`src/rtl/prf_pkg.sv`:
```
`timescale 1ns / 1ps
// ----------------------------------------------------------------------------
// Packet ring FIFO package
// Operation codes, result kinds and default sizes shared by the block.
// ----------------------------------------------------------------------------
package prf_pkg;

    localparam logic [1:0] OP_PUSH_BYTE  = 2'd0;
    localparam logic [1:0] OP_POP        = 2'd1;
    localparam logic [1:0] OP_PUSH_EMPTY = 2'd2;

    localparam logic [1:0] KIND_ACCEPTED = 2'd0;
    localparam logic [1:0] KIND_DROPPED  = 2'd1;
    localparam logic [1:0] KIND_DATA     = 2'd2;
    localparam logic [1:0] KIND_EMPTY    = 2'd3;

    localparam int DEF_SLOT_COUNT   = 16;
    localparam int DEF_PACKET_BYTES = 32;
    localparam int CMD_QUEUE_DEPTH  = 4;

endpackage

```
`src/rtl/prf_ram.sv`:
```
`timescale 1ns / 1ps
// ----------------------------------------------------------------------------
// Generic simple dual-port RAM
// One write port and one read port with registered read data.
// ----------------------------------------------------------------------------
module prf_ram #(
    parameter int WIDTH = 8,
    parameter int DEPTH = 16
) (
    input  logic                     clk,
    input  logic                     we,
    input  logic [$clog2(DEPTH)-1:0] waddr,
    input  logic [WIDTH-1:0]         wdata,
    input  logic                     re,
    input  logic [$clog2(DEPTH)-1:0] raddr,
    output logic [WIDTH-1:0]         rdata
);

    logic [WIDTH-1:0] mem_reg [DEPTH];
    logic [WIDTH-1:0] rdata_reg;

    always_ff @(posedge clk)
    begin
        if (we)
        begin
            mem_reg[waddr] <= wdata;
        end
        if (re)
        begin
            rdata_reg <= mem_reg[raddr];
        end
    end

    assign rdata = rdata_reg;

endmodule

```
`src/rtl/prf_front.sv`:
```
`timescale 1ns / 1ps
// ----------------------------------------------------------------------------
// Packet ring FIFO front end
// Accepts input transactions, writes packet bytes and lengths, tracks the
// ring pointers and queues one command per result run for the back end.
// ----------------------------------------------------------------------------
module prf_front
    import prf_pkg::*;
#(
    parameter int SLOT_COUNT   = DEF_SLOT_COUNT,
    parameter int PACKET_BYTES = DEF_PACKET_BYTES,
    localparam int SLOT_W = $clog2(SLOT_COUNT),
    localparam int IDX_W  = (PACKET_BYTES > 1) ? $clog2(PACKET_BYTES) : 1,
    localparam int LEN_W  = $clog2(PACKET_BYTES + 1)
) (
    input  logic                    clk,
    input  logic                    rst_n,
    input  logic                    item_valid,
    output logic                    item_ready,
    input  logic [1:0]              op,
    input  logic [7:0]              byte_value,
    input  logic                    byte_last,
    input  logic                    cmd_full,
    output logic                    cmd_push,
    output logic [SLOT_W+1:0]       cmd_data,
    input  logic                    pop_done,
    output logic                    pay_we,
    output logic [SLOT_W+IDX_W-1:0] pay_waddr,
    output logic [7:0]              pay_wdata,
    output logic                    len_we,
    output logic [SLOT_W-1:0]       len_waddr,
    output logic [LEN_W-1:0]        len_wdata
);

    logic [SLOT_W-1:0] write_slot_reg, write_slot_next;
    logic [SLOT_W-1:0] read_slot_reg, read_slot_next;
    logic [LEN_W-1:0]  taken_reg, taken_next;
    logic              open_reg, open_next;
    logic              dropping_reg, dropping_next;
    logic              pending_reg, pending_next;

    logic              accept;
    logic [SLOT_W-1:0] write_inc;
    logic [SLOT_W-1:0] read_inc;
    logic              dropping_eff;
    logic [LEN_W-1:0]  taken_eff;
    logic [LEN_W-1:0]  taken_after;
    logic              store;
    logic              close;

    assign item_ready = !cmd_full && !(op == OP_POP && pending_reg);
    assign accept     = item_valid && item_ready;

    assign write_inc = (write_slot_reg == SLOT_W'(SLOT_COUNT - 1)) ? '0
                                                                   : write_slot_reg + 1'b1;
    assign read_inc  = (read_slot_reg == SLOT_W'(SLOT_COUNT - 1)) ? '0
                                                                  : read_slot_reg + 1'b1;

    assign dropping_eff = open_reg ? dropping_reg : (write_inc == read_slot_reg);
    assign taken_eff    = open_reg ? taken_reg : '0;
    assign store        = !dropping_eff && (taken_eff < LEN_W'(PACKET_BYTES));
    assign taken_after  = taken_eff + LEN_W'(store);

    assign pay_waddr = {write_slot_reg, taken_eff[IDX_W-1:0]};
    assign pay_wdata = byte_value;
    assign len_waddr = write_slot_reg;
    assign len_wdata = (op == OP_PUSH_BYTE) ? taken_after : taken_eff;

    always_comb
    begin
        write_slot_next = write_slot_reg;
        read_slot_next  = read_slot_reg;
        taken_next      = taken_reg;
        open_next       = open_reg;
        dropping_next   = dropping_reg;
        pending_next    = pending_reg;
        cmd_push        = 1'b0;
        cmd_data        = '0;
        pay_we          = 1'b0;
        len_we          = 1'b0;
        close           = 1'b0;

        if (pop_done)
        begin
            pending_next = 1'b0;
        end

        if (accept)
        begin
            case (op)
                OP_PUSH_BYTE:
                begin
                    pay_we = store;
                    close  = byte_last;
                    if (!byte_last)
                    begin
                        open_next     = 1'b1;
                        dropping_next = dropping_eff;
                        taken_next    = taken_after;
                    end
                end
                OP_PUSH_EMPTY:
                begin
                    close = 1'b1;
                end
                OP_POP:
                begin
                    cmd_push = 1'b1;
                    if (write_slot_reg == read_slot_reg)
                    begin
                        cmd_data = {{SLOT_W{1'b0}}, KIND_EMPTY};
                    end
                    else
                    begin
                        cmd_data       = {read_slot_reg, KIND_DATA};
                        read_slot_next = read_inc;
                        pending_next   = 1'b1;
                    end
                end
                default:
                begin
                end
            endcase

            if (close)
            begin
                cmd_push      = 1'b1;
                open_next     = 1'b0;
                dropping_next = 1'b0;
                taken_next    = '0;
                if (dropping_eff)
                begin
                    cmd_data = {{SLOT_W{1'b0}}, KIND_DROPPED};
                end
                else
                begin
                    cmd_data        = {{SLOT_W{1'b0}}, KIND_ACCEPTED};
                    len_we          = 1'b1;
                    write_slot_next = write_inc;
                end
            end
        end
    end

    always_ff @(posedge clk or negedge rst_n)
    begin
        if (!rst_n)
        begin
            write_slot_reg <= '0;
            read_slot_reg  <= '0;
            taken_reg      <= '0;
            open_reg       <= 1'b0;
            dropping_reg   <= 1'b0;
            pending_reg    <= 1'b0;
        end
        else
        begin
            write_slot_reg <= write_slot_next;
            read_slot_reg  <= read_slot_next;
            taken_reg      <= taken_next;
            open_reg       <= open_next;
            dropping_reg   <= dropping_next;
            pending_reg    <= pending_next;
        end
    end

endmodule

```
`src/rtl/prf_cmd_queue.sv`:
```
`timescale 1ns / 1ps
// ----------------------------------------------------------------------------
// Packet ring FIFO command queue
// Small first-in first-out queue of commands between front and back end.
// ----------------------------------------------------------------------------
module prf_cmd_queue #(
    parameter int WIDTH = 8,
    parameter int DEPTH = 4
) (
    input  logic             clk,
    input  logic             rst_n,
    input  logic             push,
    input  logic [WIDTH-1:0] push_data,
    output logic             full,
    input  logic             pop,
    output logic             empty,
    output logic [WIDTH-1:0] head
);

    localparam int PTR_W = $clog2(DEPTH);
    localparam int CNT_W = $clog2(DEPTH + 1);

    logic [WIDTH-1:0] entry_reg [DEPTH];
    logic [PTR_W-1:0] wr_ptr_reg, wr_ptr_next;
    logic [PTR_W-1:0] rd_ptr_reg, rd_ptr_next;
    logic [CNT_W-1:0] count_reg, count_next;
    logic             do_push;
    logic             do_pop;

    assign full    = (count_reg == CNT_W'(DEPTH));
    assign empty   = (count_reg == '0);
    assign head    = entry_reg[rd_ptr_reg];
    assign do_push = push && !full;
    assign do_pop  = pop && !empty;

    always_comb
    begin
        wr_ptr_next = wr_ptr_reg;
        rd_ptr_next = rd_ptr_reg;
        count_next  = count_reg;
        if (do_push)
        begin
            wr_ptr_next = (wr_ptr_reg == PTR_W'(DEPTH - 1)) ? '0 : wr_ptr_reg + 1'b1;
        end
        if (do_pop)
        begin
            rd_ptr_next = (rd_ptr_reg == PTR_W'(DEPTH - 1)) ? '0 : rd_ptr_reg + 1'b1;
        end
        if (do_push && !do_pop)
        begin
            count_next = count_reg + 1'b1;
        end
        else if (do_pop && !do_push)
        begin
            count_next = count_reg - 1'b1;
        end
    end

    always_ff @(posedge clk)
    begin
        if (do_push)
        begin
            entry_reg[wr_ptr_reg] <= push_data;
        end
    end

    always_ff @(posedge clk or negedge rst_n)
    begin
        if (!rst_n)
        begin
            wr_ptr_reg <= '0;
            rd_ptr_reg <= '0;
            count_reg  <= '0;
        end
        else
        begin
            wr_ptr_reg <= wr_ptr_next;
            rd_ptr_reg <= rd_ptr_next;
            count_reg  <= count_next;
        end
    end

endmodule

```
`src/rtl/prf_back.sv`:
```
`timescale 1ns / 1ps
// ----------------------------------------------------------------------------
// Packet ring FIFO back end
// Takes queued commands and drives the result stream, reading a popped
// packet from the payload memory one byte per cycle, with zero padding, while the receiver takes them.
// ----------------------------------------------------------------------------
module prf_back
    import prf_pkg::*;
#(
    parameter int SLOT_COUNT   = DEF_SLOT_COUNT,
    parameter int PACKET_BYTES = DEF_PACKET_BYTES,
    localparam int SLOT_W = $clog2(SLOT_COUNT),
    localparam int IDX_W  = (PACKET_BYTES > 1) ? $clog2(PACKET_BYTES) : 1,
    localparam int LEN_W  = $clog2(PACKET_BYTES + 1)
) (
    input  logic                    clk,
    input  logic                    rst_n,
    input  logic                    cmd_empty,
    input  logic [SLOT_W+1:0]       cmd_head,
    output logic                    cmd_pop,
    output logic                    pop_done,
    output logic                    len_re,
    output logic [SLOT_W-1:0]       len_raddr,
    input  logic [LEN_W-1:0]        len_rdata,
    output logic                    pay_re,
    output logic [SLOT_W+IDX_W-1:0] pay_raddr,
    input  logic [7:0]              pay_rdata,
    output logic                    out_valid,
    input  logic                    out_ready,
    output logic [1:0]              out_kind,
    output logic [7:0]              out_byte,
    output logic                    out_last
);

    localparam logic [1:0] ST_IDLE   = 2'd0;
    localparam logic [1:0] ST_LEN    = 2'd1;
    localparam logic [1:0] ST_STREAM = 2'd2;

    logic [1:0]        state_reg, state_next;
    logic [SLOT_W-1:0] slot_reg, slot_next;
    logic [LEN_W-1:0]  len_reg, len_next;
    logic [LEN_W-1:0]  idx_reg, idx_next;
    logic              rd_pend_reg, rd_pend_next;
    logic              rd_pad_reg, rd_pad_next;
    logic              rd_last_reg, rd_last_next;
    logic              valid_reg, valid_next;
    logic [1:0]        kind_reg, kind_next;
    logic [7:0]        byte_reg, byte_next;
    logic              last_reg, last_next;

    logic              out_free;
    logic [1:0]        head_kind;
    logic [SLOT_W-1:0] head_slot;
    logic              load;
    logic              issue;

    assign out_free  = !valid_reg || out_ready;
    assign head_kind = cmd_head[1:0];
    assign head_slot = cmd_head[SLOT_W+1:2];
    assign len_raddr = head_slot;
    assign pay_raddr = {slot_reg, idx_reg[IDX_W-1:0]};

    assign out_valid = valid_reg;
    assign out_kind  = kind_reg;
    assign out_byte  = byte_reg;
    assign out_last  = last_reg;

    always_comb
    begin
        state_next   = state_reg;
        slot_next    = slot_reg;
        len_next     = len_reg;
        idx_next     = idx_reg;
        rd_pend_next = rd_pend_reg;
        rd_pad_next  = rd_pad_reg;
        rd_last_next = rd_last_reg;
        valid_next   = valid_reg;
        kind_next    = kind_reg;
        byte_next    = byte_reg;
        last_next    = last_reg;
        cmd_pop      = 1'b0;
        pop_done     = 1'b0;
        len_re       = 1'b0;
        pay_re       = 1'b0;
        load         = 1'b0;
        issue        = 1'b0;

        if (valid_reg && out_ready)
        begin
            valid_next = 1'b0;
        end

        case (state_reg)
            ST_IDLE:
            begin
                if (!cmd_empty)
                begin
                    if (head_kind == KIND_DATA)
                    begin
                        cmd_pop    = 1'b1;
                        len_re     = 1'b1;
                        slot_next  = head_slot;
                        state_next = ST_LEN;
                    end
                    else if (out_free)
                    begin
                        cmd_pop    = 1'b1;
                        valid_next = 1'b1;
                        kind_next  = head_kind;
                        byte_next  = 8'd0;
                        last_next  = 1'b1;
                    end
                end
            end
            ST_LEN:
            begin
                len_next     = len_rdata;
                idx_next     = '0;
                rd_pend_next = 1'b0;
                state_next   = ST_STREAM;
            end
            ST_STREAM:
            begin
                load  = rd_pend_reg && out_free;
                issue = (idx_reg < LEN_W'(PACKET_BYTES)) && (!rd_pend_reg || load);
                if (load)
                begin
                    valid_next   = 1'b1;
                    kind_next    = KIND_DATA;
                    byte_next    = rd_pad_reg ? 8'd0 : pay_rdata;
                    last_next    = rd_last_reg;
                    rd_pend_next = 1'b0;
                    if (rd_last_reg)
                    begin
                        pop_done   = 1'b1;
                        state_next = ST_IDLE;
                    end
                end
                if (issue)
                begin
                    pay_re       = 1'b1;
                    rd_pend_next = 1'b1;
                    rd_pad_next  = (idx_reg >= len_reg);
                    rd_last_next = (idx_reg == LEN_W'(PACKET_BYTES - 1));
                    idx_next     = idx_reg + 1'b1;
                end
            end
            default:
            begin
                state_next = ST_IDLE;
            end
        endcase
    end

    always_ff @(posedge clk or negedge rst_n)
    begin
        if (!rst_n)
        begin
            state_reg   <= ST_IDLE;
            rd_pend_reg <= 1'b0;
            valid_reg   <= 1'b0;
        end
        else
        begin
            state_reg   <= state_next;
            rd_pend_reg <= rd_pend_next;
            valid_reg   <= valid_next;
        end
    end

    always_ff @(posedge clk)
    begin
        slot_reg    <= slot_next;
        len_reg     <= len_next;
        idx_reg     <= idx_next;
        rd_pad_reg  <= rd_pad_next;
        rd_last_reg <= rd_last_next;
        kind_reg    <= kind_next;
        byte_reg    <= byte_next;
        last_reg    <= last_next;
    end

endmodule

```
`src/rtl/packet_ring_fifo.sv`:
```
`timescale 1ns / 1ps
// ----------------------------------------------------------------------------
// Packet ring FIFO
// Ring of fixed-size packet slots with per-slot lengths and zero padding.
// ----------------------------------------------------------------------------
// The input stream carries one transaction per item: tuser selects a byte
// push, a pop or an empty packet push, tdata holds the byte and tlast ends
// the pushed packet. At most SLOT_COUNT-1 packets are held; a packet that
// finds the ring full at its first item is dropped as a whole.
// The output stream gives one accepted or dropped result when a packet ends,
// one empty result for a pop of an empty ring, or PACKET_BYTES data bytes
// with tlast on the final one.
// Pushed bytes are taken one per cycle while the command queue has room. A
// push result or an empty result passes through the command queue and the
// output register when the back end is idle. A pop goes through the queue,
// the length lookup and the first payload read before its first byte reaches
// the output register; it then streams one byte per cycle while the receiver
// takes them. While a pop is streaming, further pushes are taken, but a second
// pop waits until the first has read its last byte.
// When the receiver stalls, results wait in the output register and a
// four-entry command queue, after which the input stalls too.
// Reset empties the ring and the queue; no clearing pass is needed.
// ----------------------------------------------------------------------------
module packet_ring_fifo
    import prf_pkg::*;
#(
    parameter int SLOT_COUNT   = DEF_SLOT_COUNT,
    parameter int PACKET_BYTES = DEF_PACKET_BYTES
) (
    input  logic       clk,
    input  logic       rst_n,
    input  logic       s_axis_tvalid,
    output logic       s_axis_tready,
    input  logic [7:0] s_axis_tdata,  // byte_value
    input  logic [1:0] s_axis_tuser,  // op
    input  logic       s_axis_tlast,
    output logic       m_axis_tvalid,
    input  logic       m_axis_tready,
    output logic [7:0] m_axis_tdata,  // out_byte
    output logic [1:0] m_axis_tuser,  // kind
    output logic       m_axis_tlast
);

    localparam int SLOT_W = $clog2(SLOT_COUNT);
    localparam int IDX_W  = (PACKET_BYTES > 1) ? $clog2(PACKET_BYTES) : 1;
    localparam int LEN_W  = $clog2(PACKET_BYTES + 1);

    logic                    cmd_full;
    logic                    cmd_empty;
    logic                    cmd_push;
    logic                    cmd_pop;
    logic [SLOT_W+1:0]       cmd_data;
    logic [SLOT_W+1:0]       cmd_head;
    logic                    pop_done;
    logic                    pay_we;
    logic [SLOT_W+IDX_W-1:0] pay_waddr;
    logic [7:0]              pay_wdata;
    logic                    pay_re;
    logic [SLOT_W+IDX_W-1:0] pay_raddr;
    logic [7:0]              pay_rdata;
    logic                    len_we;
    logic [SLOT_W-1:0]       len_waddr;
    logic [LEN_W-1:0]        len_wdata;
    logic                    len_re;
    logic [SLOT_W-1:0]       len_raddr;
    logic [LEN_W-1:0]        len_rdata;

    prf_front #(
        .SLOT_COUNT   (SLOT_COUNT),
        .PACKET_BYTES (PACKET_BYTES)
    ) u_front (
        .clk        (clk),
        .rst_n      (rst_n),
        .item_valid (s_axis_tvalid),
        .item_ready (s_axis_tready),
        .op         (s_axis_tuser),
        .byte_value (s_axis_tdata),
        .byte_last  (s_axis_tlast),
        .cmd_full   (cmd_full),
        .cmd_push   (cmd_push),
        .cmd_data   (cmd_data),
        .pop_done   (pop_done),
        .pay_we     (pay_we),
        .pay_waddr  (pay_waddr),
        .pay_wdata  (pay_wdata),
        .len_we     (len_we),
        .len_waddr  (len_waddr),
        .len_wdata  (len_wdata)
    );

    prf_cmd_queue #(
        .WIDTH (SLOT_W + 2),
        .DEPTH (CMD_QUEUE_DEPTH)
    ) u_queue (
        .clk       (clk),
        .rst_n     (rst_n),
        .push      (cmd_push),
        .push_data (cmd_data),
        .full      (cmd_full),
        .pop       (cmd_pop),
        .empty     (cmd_empty),
        .head      (cmd_head)
    );

    prf_ram #(
        .WIDTH (8),
        .DEPTH (SLOT_COUNT * (2 ** IDX_W))
    ) u_payload_ram (
        .clk   (clk),
        .we    (pay_we),
        .waddr (pay_waddr),
        .wdata (pay_wdata),
        .re    (pay_re),
        .raddr (pay_raddr),
        .rdata (pay_rdata)
    );

    prf_ram #(
        .WIDTH (LEN_W),
        .DEPTH (SLOT_COUNT)
    ) u_length_ram (
        .clk   (clk),
        .we    (len_we),
        .waddr (len_waddr),
        .wdata (len_wdata),
        .re    (len_re),
        .raddr (len_raddr),
        .rdata (len_rdata)
    );

    prf_back #(
        .SLOT_COUNT   (SLOT_COUNT),
        .PACKET_BYTES (PACKET_BYTES)
    ) u_back (
        .clk       (clk),
        .rst_n     (rst_n),
        .cmd_empty (cmd_empty),
        .cmd_head  (cmd_head),
        .cmd_pop   (cmd_pop),
        .pop_done  (pop_done),
        .len_re    (len_re),
        .len_raddr (len_raddr),
        .len_rdata (len_rdata),
        .pay_re    (pay_re),
        .pay_raddr (pay_raddr),
        .pay_rdata (pay_rdata),
        .out_valid (m_axis_tvalid),
        .out_ready (m_axis_tready),
        .out_kind  (m_axis_tuser),
        .out_byte  (m_axis_tdata),
        .out_last  (m_axis_tlast)
    );

endmodule

```
`config.mk`:
```
export PLATFORM = sky130hd
export DESIGN_NAME = packet_ring_fifo
export DESIGN_NICKNAME = d
export VERILOG_FILES = /design/src/rtl/prf_pkg.sv /design/src/rtl/prf_ram.sv /design/src/rtl/prf_front.sv /design/src/rtl/prf_cmd_queue.sv /design/src/rtl/prf_back.sv /design/src/rtl/packet_ring_fifo.sv
export SDC_FILE = /design/constraint.sdc
export NUM_CORES = 2
export LEC_CHECK = 0
export BUFFER_PORTS_ARGS = -buffer_cell sky130_fd_sc_hd__buf_2
export CORE_MARGIN = 2
export CORE_UTILIZATION = 51
export DETAILED_ROUTE_END_ITERATION = 8
export GPL_ROUTABILITY_DRIVEN = 0
export PLACE_DENSITY_LB_ADDON = 0.12
export SLEW_MARGIN = 20
export SYNTH_ARGS = -nofsm -noshare
export SYNTH_HDL_FRONTEND = slang
export SYNTH_MEMORY_MAX_BITS = 65536
export SYNTH_SLANG_ARGS = --single-unit
```
`constraint.sdc`:
```
create_clock -name clk -period 5.2 [get_ports clk]
set_input_delay 1.3 -clock clk [delete_from_list [all_inputs] [get_ports clk]]
set_output_delay 1.3 -clock clk [all_outputs]
set_load 0.05 [all_outputs]
```
==> results.yml <==
timing:
  fmax_ghz: 0.2329
  layout_worst_path_cycle_share_pct: 82.59
  setup_slack_ns: 0.9054
  setup_tns_ns: 0
  setup_violations: 0
  hold_viol_final: 0
  slew_viol_final: 0
  fin_crit_ns: 4.295
  rsz0062_at_grt: "false"
  final.setup_skew_ns: 0.04965
  worstMarginPinSlew_ns: 1.206
  relSlewSlack_pct: 19.48
pwr:
  power_density_nw_per_um2: 493.9
  cellInternalPower_w: 0.06567
  p_sw_share_pct: 29.88
  p_switching_w: 0.02798
  peakVddDrop_mv: 0.3246
  clkPwrFrac_pct: 33.0
  p_comb_share_pct: 25.7
  seqPwrFrac_pct: 41.3
  leakage_nw: 59.63
floorplanning:
  ios: 28
  die_h_um: 576.3
  die_area_um2: 332100
  rows: 210
  initial_core_util_pct: 51.14
  die_w_um: 576.3
  coreArea_um2: 326600
place:
  place_area_um2: 175600
  portBuffers: 27
  place_hpwl_um: 283600
  pre_cts_slack_ns: 0.5055
setup_path:
  crit_path_max_fanout: 24
  cp_num_buf_inv: 2
  crit_path_start_kind: "register"
  reg2reg_depth: 9
  cp_top_family: "compound AO/OA/AOI/OAI gates"
  endpoint: "u_payload_ram.rdata[7]"
  max_stage_delay_ns: 0.93
  path_class: "reg2reg"
  worstSetupStartpoint: "u_back.idx_reg[2]"
  cpMaxStageDelayCell: "a211oi_1"
  path_common_cell: "buf_12"
  end_kind: "register"
  cp.arrival_ns: 5.12
  cp.depth: 9
  worstReg2RegEnd: "u_payload_ram.rdata[7]"
  rr_startpoint: "u_back.idx_reg[2]"
  cp_cell_sequence: "buf_12 > nor2_4 > buf_12 > a22oi_1 > a31oi_1 > o21ai_0 > a211oi_1 > a2111oi_0 > nand3_1"
  cp.required_ns: 6.03
  r2r_slack_ns: 0.91
yosys:
  synth.distinct_cells: 76
  yosysWarnings: 0
  synth_edf_count: 4259
  synth_top_area_share_pct: 76.57
  synthesis.nets: 7786
  synth_area_um2: 167000
  yosysMostFrequentCell: "edfxtp_1"
  syn_inst: 7747
  synth_seq_cells: 4287
  synth_largest_area_cell: "edfxtp_1"
  yosysSeqAreaShare_pct: 76.99
  synth_common_cells: "edfxtp_1, mux4_2, nor2_1"
  synthArstFlopShare_pct: 0.6531
  ys.flop_type: "edfxtp_1"
  synth_area_leaders: "edfxtp_1, mux4_2, mux2i_1"
  avgSynthCellArea_um2: 21.56
clocking:
  post-cts-setup-buffer-count: 0
  ctsHoldBuffers: 0
  cts-root-buf: "clkbuf_16"
  cts_resized: 0
  cts_buffer_depth: 4
  cts_buffers: 429
  cts_tree: "done"
  clock-sinks: 4287
  h-tree-depth: 5
  path_clk_slew_ns: 0.06
  clkLatencyLatePin_ns: 0.97
route:
  routed_via_density: 6.469
  drt_iter0_drc: 12130
  drc: 0
  routed_wirelength_um: 467400
  post_drt_wl_per_cell_um: 36.02
  firstDrtPassIters: 6
  final_antenna_net_count: 0
  vias: 83940
hold_path:
  min_path_type: "in2async"
final_layout:
  drive_gt1_share_pct: 27.38
  regArea_um2: 128600
  nets: 8311
  largest_reg_flops: 4096
  fillers: 23420
  multi_input_area_um2: 36150
  area_growth_pct: 13.53
  postLayoutCellArea_um2: 189600
job:
  drv_cap: 0
status:
  run_status: "completed"
global_route:
  antenna_found_initial: 20
  grt_max_degree: 114
  gr-usage-all-layers_pct: 28.09
  grt_pass1_wl_um: 654400
  grt_pass1_vias: 83350
  overflow: 0
-- cells by family (layout without fill, tap and decap cells) --
kind of cell / count (synthesis) / in the layout / share of synthesized area [%]
compound gates: 543 / 543 / 2.297
xor+xnor: 21 / 21 / 0.1101
fa+ha+maj: 24 / 24 / 0.1843
buf+inv: 506 / 1381 / 1.535
flops: 4287 / 4287 / 76.99
mux: 1429 / 1429 / 16.41
other cells: 0 / 7 / 0
simple gates: 937 / 937 / 2.472
-- stage by stage --
stage	std cells	util, %	total power, W	hold WS (ns)
after floorplan	7747	-	0.05363	0.4003
after global placement	12190	53.76	0.06324	0.4032
after detailed placement	12190	53.77	0.06334	0.4045
after CTS	12970	58.05	0.09400	0.3370
after global routing	12970	58.06	0.09614	0.3813
final	12980	58.06	0.09365	0.3662
-- cell usage in the layout, fill, tap and decap left out, types with 39 or more instances in the layout --
cell type | synthesis | layout
o21ai_0 | 85 | 85
a21oi_1 | 66 | 66
nor2_1 | 596 | 592
o22ai_1 | 89 | 89
clkbuf_1 | 182 | 86
buf_12 | 0 | 81
mux2i_1 | 320 | 320
edfxtp_1 | 4259 | 4259
nand3_1 | 43 | 39
buf_4 | 46 | 466
bufinv_16 | 0 | 49
mux4_2 | 1041 | 1041
clkinv_1 | 2 | 91
clkbuf_16 | 0 | 437
clkinv_2 | 0 | 67
a221oi_1 | 64 | 64
nand2_1 | 115 | 102
o221ai_1 | 48 | 48
a22oi_1 | 43 | 43
mux2_2 | 68 | 68
-- per-layer routing --
| layer | global-route usage [%] | vias up | share of wire (%) |
|---|---|---|---|
| met4 | 7.813 | 0 | 3.0 |
| li1 | - | 33520 | - |
| met1 | 41.31 | 45050 | 41 |
| met5 | 0 | - | 0 |
| met3 | 5.449 | 687 | 9.7 |
| met2 | 43.41 | 4676 | 47 |
-- worst min path at each step --
stage                                from                   end  slack [ns]
floorplan           u_length_ram.rdata[0]     u_back.len_reg[0]        0.40
global placement    u_length_ram.rdata[4]     u_back.len_reg[4]        0.40
detailed placement  u_length_ram.rdata[5]     u_back.len_reg[5]        0.40
CTS                                 rst_n  u_front.taken_reg[5]        0.34
global route                        rst_n  u_front.taken_reg[5]        0.38
finish                              rst_n  u_front.taken_reg[5]        0.37
-- power groups by stage --
stage	logic, W	registers (W)	clock network [W]
after floorplan	0.0143	0.0394	0
after global placement	0.0238	0.0394	0
after detailed placement	0.0239	0.0394	0
after CTS	0.0240	0.0387	0.0313
after global routing	0.0249	0.0387	0.0326
final	0.0241	0.0387	0.0309
-- layout make-up --
class / instances / share of cell area, %
antenna: 7 / 0.009238
clock buffer: 525 / 5.952
clock inverter: 256 / 1.429
inverter: 26 / 0.05213
multi-input combinational: 2954 / 19.06
sequential: 4287 / 67.82
tap: 4346 / 2.868
timing repair buffer: 574 / 2.813
Power figures use the tool's default switching activity.
